==> config.mk <==
export PLATFORM = sky130hd
export DESIGN_NAME = annexb_nal_unit_splitter
export DESIGN_NICKNAME = d
export VERILOG_FILES = /design/src/rtl/annexb_pkg.sv /design/src/rtl/annexb_parser.sv /design/src/rtl/annexb_nal_unit_splitter.sv
export SDC_FILE = /design/constraint.sdc
export NUM_CORES = 1
export LEC_CHECK = 0
export ABC_AREA = 1
export ABC_CLOCK_PERIOD_IN_PS = 6700
export BUFFER_PORTS_ARGS = -buffer_cell sky130_fd_sc_hd__buf_4
export CAP_MARGIN = 20
export CORE_AREA = 4 4 159 115
export CTS_CLUSTER_SIZE = 10
export DETAILED_ROUTE_END_ITERATION = 10
export DIE_AREA = 0 0 163 119
export PLACE_DENSITY = 0.63
export SYNTH_ARGS = -nofsm -noshare
export SYNTH_HDL_FRONTEND = slang
export SYNTH_HIERARCHICAL = 1
export SYNTH_SLANG_ARGS = --single-unit
==> constraint.sdc <==
create_clock -name clk_i -period 6.7 [get_ports clk_i]
set_clock_uncertainty 0.15 [all_clocks]
set_input_delay 1.005 -clock clk_i [delete_from_list [all_inputs] [get_ports clk_i]]
set_output_delay 1.005 -clock clk_i [all_outputs]
set_load 0.01 [all_outputs]
==> src/rtl/annexb_pkg.sv <==
`timescale 1ns / 1ps
// shared types and codes for the annex b start code splitter
package annexb_pkg;

  localparam logic       OP_BYTE       = 1'b0;
  localparam logic       OP_EOS        = 1'b1;

  localparam logic       ST_UNIT       = 1'b0;
  localparam logic       ST_BAD_PREFIX = 1'b1;

  localparam logic [2:0] SC_NONE       = 3'd0;
  localparam logic [2:0] SC_SHORT      = 3'd3;
  localparam logic [2:0] SC_LONG       = 3'd4;

  localparam logic [7:0] START_BYTE    = 8'h01;
  localparam int unsigned LEN_W        = 17;
  localparam logic [LEN_W-1:0] BAD_PREFIX_LEN = 17'd4;
  localparam int unsigned MIN_LIMIT    = 5;

  localparam logic [1:0] PC_FIRST      = 2'd0;
  localparam logic [1:0] PC_SHORT_CHK  = 2'd2;
  localparam logic [1:0] PC_LONG_CHK   = 2'd3;

  typedef struct packed {
    logic             status;
    logic [LEN_W-1:0] unit_length;
    logic [2:0]       start_code_length;
    logic             header_present;
    logic             f_bit;
    logic [1:0]       reference_idc;
    logic [4:0]       unit_type;
    logic             length_overflow;
  } result_t;

endpackage

==> src/rtl/annexb_parser.sv <==
`timescale 1ns / 1ps
// start code search, unit length count and header capture for one item per cycle while step_i is high
module annexb_parser import annexb_pkg::*; #(
  parameter int unsigned MAX_UNIT_BYTES = 65536
) (
  input  logic                                  clk_i,
  input  logic                                  rst_ni,
  input  logic                                  step_i,
  input  logic                                  operation_i,
  input  logic [7:0]                            data_byte_i,
  input  logic [$clog2(MAX_UNIT_BYTES+5)-1:0]   limit_i,
  output logic                                  res_valid_o,
  output result_t                               res_o
);

  localparam int unsigned CntW = $clog2(MAX_UNIT_BYTES + 5);

  logic [23:0]     win_q, win_d;
  logic            in_body_q, in_body_d;
  logic [1:0]      pc_q, pc_d;
  logic [CntW-1:0] cnt_q, cnt_d;
  logic            long_q, long_d;
  logic [7:0]      hdr_q, hdr_d;
  logic            hdr_seen_q, hdr_seen_d;
  logic            ovf_q, ovf_d;

  logic            four_end, three_end, short_code, long_code_hit;
  logic            cnt_inc;
  logic [CntW-1:0] cnt_b;
  logic [CntW-1:0] cut;
  logic [CntW-1:0] len_b;
  logic [7:0]      hbyte_b;

  logic            u_emit;
  logic [CntW-1:0] u_len;
  logic            u_over;
  logic            u_hseen;
  logic [7:0]      u_hbyte;
  logic [2:0]      u_code;
  logic            u_hdr;
  logic            u_sat;
  logic [CntW-1:0] u_len_fin;
  logic [31:0]     u_len_wide;

  assign short_code    = (win_q[15:0] == 16'd0) && (data_byte_i == START_BYTE);
  assign long_code_hit = (win_q == 24'd0) && (data_byte_i == START_BYTE);
  assign four_end      = long_code_hit;
  assign three_end     = !long_code_hit && short_code;

  assign cnt_inc = cnt_q < (limit_i + CntW'(4));
  assign cnt_b   = cnt_inc ? cnt_q + CntW'(1) : cnt_q;
  assign hbyte_b = hdr_seen_q ? hdr_q : data_byte_i;
  assign cut     = four_end ? CntW'(4) : CntW'(3);
  assign len_b   = (cnt_b >= cut) ? cnt_b - cut : '0;

  // unit result formatting
  assign u_code     = long_q ? SC_LONG : SC_SHORT;
  assign u_hdr      = u_hseen && (u_len > CntW'(u_code));
  assign u_sat      = u_over || (u_len > limit_i);
  assign u_len_fin  = u_sat ? limit_i : u_len;
  assign u_len_wide = 32'(u_len_fin);

  always_comb begin
    win_d      = win_q;
    in_body_d  = in_body_q;
    pc_d       = pc_q;
    cnt_d      = cnt_q;
    long_d     = long_q;
    hdr_d      = hdr_q;
    hdr_seen_d = hdr_seen_q;
    ovf_d      = ovf_q;
    u_emit     = 1'b0;
    u_len      = cnt_q;
    u_over     = ovf_q;
    u_hseen    = hdr_seen_q;
    u_hbyte    = hdr_q;
    res_valid_o = 1'b0;
    res_o       = '0;

    if (operation_i == OP_EOS) begin
      u_emit    = in_body_q;
      in_body_d = 1'b0;
      pc_d      = PC_FIRST;
      win_d     = '0;
    end else if (!in_body_q) begin
      win_d = {win_q[15:0], data_byte_i};
      case (pc_q)
        PC_SHORT_CHK: begin
          if (short_code) begin
            in_body_d  = 1'b1;
            long_d     = 1'b0;
            cnt_d      = CntW'(3);
            hdr_seen_d = 1'b0;
            hdr_d      = '0;
            ovf_d      = 1'b0;
            pc_d       = PC_FIRST;
          end else begin
            pc_d = PC_LONG_CHK;
          end
        end
        PC_LONG_CHK: begin
          pc_d = PC_FIRST;
          if (long_code_hit) begin
            in_body_d  = 1'b1;
            long_d     = 1'b1;
            cnt_d      = CntW'(4);
            hdr_seen_d = 1'b0;
            hdr_d      = '0;
            ovf_d      = 1'b0;
          end else begin
            res_valid_o         = 1'b1;
            res_o.status        = ST_BAD_PREFIX;
            res_o.unit_length   = BAD_PREFIX_LEN;
            res_o.start_code_length = SC_NONE;
          end
        end
        default: begin
          pc_d = pc_q + 2'd1;
        end
      endcase
    end else begin
      win_d      = {win_q[15:0], data_byte_i};
      cnt_d      = cnt_b;
      ovf_d      = ovf_q | ~cnt_inc;
      hdr_seen_d = 1'b1;
      hdr_d      = hbyte_b;
      if (four_end || three_end) begin
        u_emit     = 1'b1;
        u_len      = len_b;
        u_over     = ovf_q | ~cnt_inc;
        u_hseen    = 1'b1;
        u_hbyte    = hbyte_b;
        long_d     = four_end;
        cnt_d      = four_end ? CntW'(4) : CntW'(3);
        hdr_seen_d = 1'b0;
        hdr_d      = '0;
        ovf_d      = 1'b0;
        pc_d       = PC_FIRST;
      end
    end

    if (u_emit) begin
      res_valid_o             = 1'b1;
      res_o.status            = ST_UNIT;
      res_o.unit_length       = u_len_wide[LEN_W-1:0];
      res_o.start_code_length = u_code;
      res_o.header_present    = u_hdr;
      res_o.f_bit             = u_hdr & u_hbyte[7];
      res_o.reference_idc     = u_hdr ? u_hbyte[6:5] : 2'd0;
      res_o.unit_type         = u_hdr ? u_hbyte[4:0] : 5'd0;
      res_o.length_overflow   = u_sat;
    end
  end

  always_ff @(posedge clk_i or negedge rst_ni) begin
    if (!rst_ni) begin
      win_q      <= '0;
      in_body_q  <= 1'b0;
      pc_q       <= PC_FIRST;
      cnt_q      <= '0;
      long_q     <= 1'b0;
      hdr_q      <= '0;
      hdr_seen_q <= 1'b0;
      ovf_q      <= 1'b0;
    end else if (step_i) begin
      win_q      <= win_d;
      in_body_q  <= in_body_d;
      pc_q       <= pc_d;
      cnt_q      <= cnt_d;
      long_q     <= long_d;
      hdr_q      <= hdr_d;
      hdr_seen_q <= hdr_seen_d;
      ovf_q      <= ovf_d;
    end
  end

endmodule

==> src/rtl/annexb_nal_unit_splitter.sv <==
`timescale 1ns / 1ps
// Annex B byte stream splitter: takes one stream byte or end-of-stream mark per
// item and reports each unit found between start codes, with its length, start
// code length and header fields, or a bad-prefix item when no start code opens
// the stream. It takes one item every clock; an item is registered at its
// accepting edge, and the parser fills the result register from the input
// register once that can take a result. Only a stalled result stalls the
// input, and then the item behind it waits in the input register.
// Write the configuration only while the block holds no item.
module annexb_nal_unit_splitter import annexb_pkg::*; #(
  parameter int unsigned MAX_UNIT_BYTES = 65536
) (
  input  logic        clk_i,
  input  logic        rst_ni,
  input  logic        cfg_we_i,
  input  logic [16:0] cfg_wdata_i,
  input  logic        in_valid_i,
  output logic        in_stall_o,
  input  logic        operation_i,
  input  logic [7:0]  data_byte_i,
  output logic        out_valid_o,
  input  logic        out_stall_i,
  output logic        status_o,
  output logic [16:0] unit_length_o,
  output logic [2:0]  start_code_length_o,
  output logic        header_present_o,
  output logic        f_bit_o,
  output logic [1:0]  reference_idc_o,
  output logic [4:0]  unit_type_o,
  output logic        length_overflow_o
);

  localparam int unsigned CntW       = $clog2(MAX_UNIT_BYTES + 5);
  localparam int unsigned ResetLimit = (MAX_UNIT_BYTES < 65536) ? MAX_UNIT_BYTES : 65536;

  logic [CntW-1:0] lim_q, lim_d;
  logic [31:0]     cfg_wide;
  logic [31:0]     lim_wide;

  logic            in_valid_q;
  logic            op_q;
  logic [7:0]      byte_q;
  logic            out_valid_q;
  result_t         out_q;

  logic            can_take;
  logic            step;
  logic            in_accept;
  logic            res_valid;
  result_t         res;

  // clamp the length limit at write time
  assign cfg_wide = {15'd0, cfg_wdata_i};
  assign lim_wide = (cfg_wide < 32'(MIN_LIMIT))      ? 32'(MIN_LIMIT) :
                    (cfg_wide > 32'(MAX_UNIT_BYTES)) ? 32'(MAX_UNIT_BYTES) : cfg_wide;
  assign lim_d    = lim_wide[CntW-1:0];

  always_ff @(posedge clk_i or negedge rst_ni) begin
    if (!rst_ni) begin
      lim_q <= CntW'(ResetLimit);
    end else if (cfg_we_i) begin
      lim_q <= lim_d;
    end
  end

  assign can_take   = !out_valid_q || !out_stall_i;
  assign step       = in_valid_q && can_take;
  assign in_stall_o = in_valid_q && !can_take;
  assign in_accept  = in_valid_i && !in_stall_o;

  always_ff @(posedge clk_i or negedge rst_ni) begin
    if (!rst_ni) begin
      in_valid_q <= 1'b0;
    end else if (in_accept) begin
      in_valid_q <= 1'b1;
    end else if (step) begin
      in_valid_q <= 1'b0;
    end
  end

  always_ff @(posedge clk_i) begin
    if (in_accept) begin
      op_q   <= operation_i;
      byte_q <= data_byte_i;
    end
  end

  annexb_parser #(
    .MAX_UNIT_BYTES(MAX_UNIT_BYTES)
  ) u_parser (
    .clk_i      (clk_i),
    .rst_ni     (rst_ni),
    .step_i     (step),
    .operation_i(op_q),
    .data_byte_i(byte_q),
    .limit_i    (lim_q),
    .res_valid_o(res_valid),
    .res_o      (res)
  );

  always_ff @(posedge clk_i or negedge rst_ni) begin
    if (!rst_ni) begin
      out_valid_q <= 1'b0;
    end else if (can_take) begin
      out_valid_q <= step && res_valid;
    end
  end

  always_ff @(posedge clk_i) begin
    if (can_take && step && res_valid) begin
      out_q <= res;
    end
  end

  assign out_valid_o         = out_valid_q;
  assign status_o            = out_q.status;
  assign unit_length_o       = out_q.unit_length;
  assign start_code_length_o = out_q.start_code_length;
  assign header_present_o    = out_q.header_present;
  assign f_bit_o             = out_q.f_bit;
  assign reference_idc_o     = out_q.reference_idc;
  assign unit_type_o         = out_q.unit_type;
  assign length_overflow_o   = out_q.length_overflow;

endmodule

==> results.md <==
* Slew at the pin closest to its max-slew limit at 0.995 ns
* Crit-path max FO at 10
* H-tree depth at 4
* Die area at 19400 um2
* Fin crit period at 6.70 ns
* Asr flop ratio synth at 0.649
* FMAX at 0.149 GHz
* Status: complete, no violations
* Via count at 6920
* Die span in x at 163 um
* Global-route wire length before repair at 34000 um
* Synth Cell Area at 7430 um2
* Core Area at 16800 um2
* Seq/Total Area, Yosys at 0.411
* Total wire length at 22400 um
* Syn_nets at 1038
* Worst vdd ir at 0.000250 V
* Crit path max-delay family: simple AND/OR/NAND/NOR gates
* Clock root cell: clkbuf_16
* Synth Area per Inst at 7.70 um2
* Clk Latency, worst-skew pair at 0.42 ns
* Synth warn at 6
* CP max stage delay at 0.39 ns
* Antenna Nets Post-Route at 0
* CTS tree: yes
* Flops & latches, synth at 114
* Final setup violating endpoints at 0
* Site row count at 40
* Final Max Slew Viols at 0
* Antenna Cells at 0
* Most frequent cells in the layout: nand2_1, inv_1, buf_4
* Post-DP HPWL at 15800 um
* Slowest-stage cell, CP: dfrtp_1
* CP startpoint kind: flop
* IO Count at 64
* DR iter-0 viols at 718
* Hold bufs inserted after CTS at 0
* Hold WS at 0.339 ns
* Commonest non-fill, non-tap cell in the layout: nand2_1
* Worst setup path class: reg2reg
* Die height at 119 um
* Routed WL per cell at 17.1 um
* Area delta synth->final at 26.8%
* 1st-pass router iterations at 6
* EDFF count, synth at 40
* CTS Buf Count at 17
* Remaining global-route overflow at 0
* Fill cells at 1560
* GP Congestion at 0.975
* Non-Filler Instances at 1308
* Netlist cell types at 47
* Share of layout cells above drive strength 1 at 0.246
* Clk sink count at 114
* Crit path buffers/inverters at 6
* Most frequent CP cell: nor2_2
* Leakage at 4.36 nW
* # port buffers at 63
* Max clock buf depth at 2
* Vias per cell at 5.29
* Worst hold path type: reg2reg
* Max_slew headroom at 0.335
* Initial antenna violation count at 0
* Synth Flop Type: dfrtp_1
* Endpoints failing hold at 0
* # Max-Cap Violations at 0
* CP arrival at 6.71 ns
* Total track usage at 0.224
* DR DRC count at 0
* Final nets at 1137
* Required @ worst endpoint at 6.72 ns
* Post-route cell area at 9420 um2
* Synth Instances at 965
* Fin crit share at 1.00
* Pwr Density at 518 nW/um2
* Vias in the first global route at 6296
* Critical Path End Type: flop
* Placed cell count at 1253
* Initial Util at 0.442
* RSZ-0062 raised after global routing: yes
* Clock slew at reported path FFs at 0.06 ns
* Largest net degree at the start of global routing at 75
* Dpl cell area at 8230 um2
==> metal layers <==
layer | global-route usage | vias to the layer above | part of all wire | wire, um
met5 | 0 | - | 0 | 0
met4 | 0.0550 | 0 | 0.011 | 244
met3 | 0.0567 | 23 | 0.090 | 2010
met2 | 0.292 | 301 | 0.40 | 8980
met1 | 0.361 | 3216 | 0.50 | 11100
li1 | - | 3380 | - | -
==> cells in the mapped netlist (2+ instances only) <==
cell,n,area share
nand2_2,15,0.013
nand2_4,7,0.011
buf_1,2,0.0010
a21oi_1,23,0.015
inv_2,11,0.0056
buf_2,5,0.0034
nor2_4,3,0.0045
nand3_1,65,0.044
nor3_1,4,0.0027
nor2_1,99,0.050
o22ai_1,32,0.027
xor2_1,24,0.028
o21ai_2,4,0.0047
nand3b_1,4,0.0040
inv_1,110,0.056
edfxtp_1,40,0.16
clkbuf_1,12,0.0061
nor4_1,2,0.0017
dfrtp_1,73,0.25
nand4_1,15,0.013
o21bai_2,2,0.0030
nor2_2,20,0.017
a31oi_1,2,0.0017
a21o_1,3,0.0030
o21ai_0,64,0.043
buf_6,4,0.0061
a22oi_1,2,0.0020
ha_1,41,0.069
clkinv_1,5,0.0025
nand2_1,252,0.13
o211ai_1,3,0.0030
xnor2_1,2,0.0024
==> tightest hold or removal path, delay by kind of cell (launching register included) <==
kind | cells | cell delay, ns
flops | 1 | 0.35
simple gates | 1 | 0.05
compound gates | 1 | 0.05
==> state kept, by name (all words and copies together), names as in the netlist, 3 cells and up <==
signal               count
unit_type_o              5
lim_q                   17
u_parser/cnt_q          17
u_parser/win_q          24
start_code_length_o      3
u_parser/hdr_q           8
unit_length_o           17
byte_q                   8
==> metrics by stage <==
step                      setup WS [ns]   util  setup TNS (ns)  power (mW)
after floorplan                   0.153      -               0        2.74
after global placement            0.168  0.489               0        3.41
after detailed placement        -0.0448  0.489         -0.0816        3.41
after CTS                       0.00829  0.526               0        4.38
after global routing             -0.411  0.560           -6.63        5.24
final                           0.00225  0.560               0        4.88
==> power breakdown <==
part           switching [mW]  total (mW)  internal (mW)
Combinational            1.85        2.94           1.10
Sequential              0.166        1.02          0.854
Clock                   0.388       0.917          0.530
Total                    2.40        4.88           2.48
==> logic make-up (layout without fill, tap and decap cells) <==
| logic type | Yosys count | in the layout | share of synthesized area |
|---|---|---|---|
| AO/OA/AOI/OAI | 142 | 142 | 0.111 |
| XOR/XNOR | 26 | 26 | 0.0306 |
| adder cells (fa/ha/maj) | 42 | 42 | 0.0717 |
| buffers and inverters | 150 | 260 | 0.0812 |
| flip-flops | 114 | 114 | 0.411 |
| AND/OR/NAND/NOR | 491 | 493 | 0.295 |
==> layout make-up <==
class,instances,area [um2],share of cell area
inverter,126,473,0.0502
tap,231,289,0.0307
timing repair buffer,102,845,0.0896
clock buffer,17,425,0.0452
sequential,114,3050,0.324
multi-input combinational,703,4170,0.443
clock inverter,15,163,0.0173
==> timing repair <==
action                                  CTS  global route
pin swaps                                 0            46
resized for setup                         5            96
gates cloned                              0             3
endpoints found under the setup margin   14            27
setup buffers                             1            19
==> path summary, 6_finish.rpt <==
path / cells after the start / startpoint / slack [ns] / endpoint
worst min-delay path: 2 / u_parser/win_q[16] / 0.34 / u_parser/win_q[16]
worst min register to register: 2 / u_parser/win_q[16] / 0.34 / u_parser/win_q[16]
worst max register to register: 40 / lim_q[2] / 0.002 / unit_length_o[12]
min in group asynchronous: 1 / rst_ni / 0.59 / out_valid_o
max in group asynchronous: 1 / rst_ni / 5.17 / u_parser/cnt_q[11]
worst max-delay path: 40 / lim_q[2] / 0.002 / unit_length_o[12]
Power figures use the tool's default switching activity.
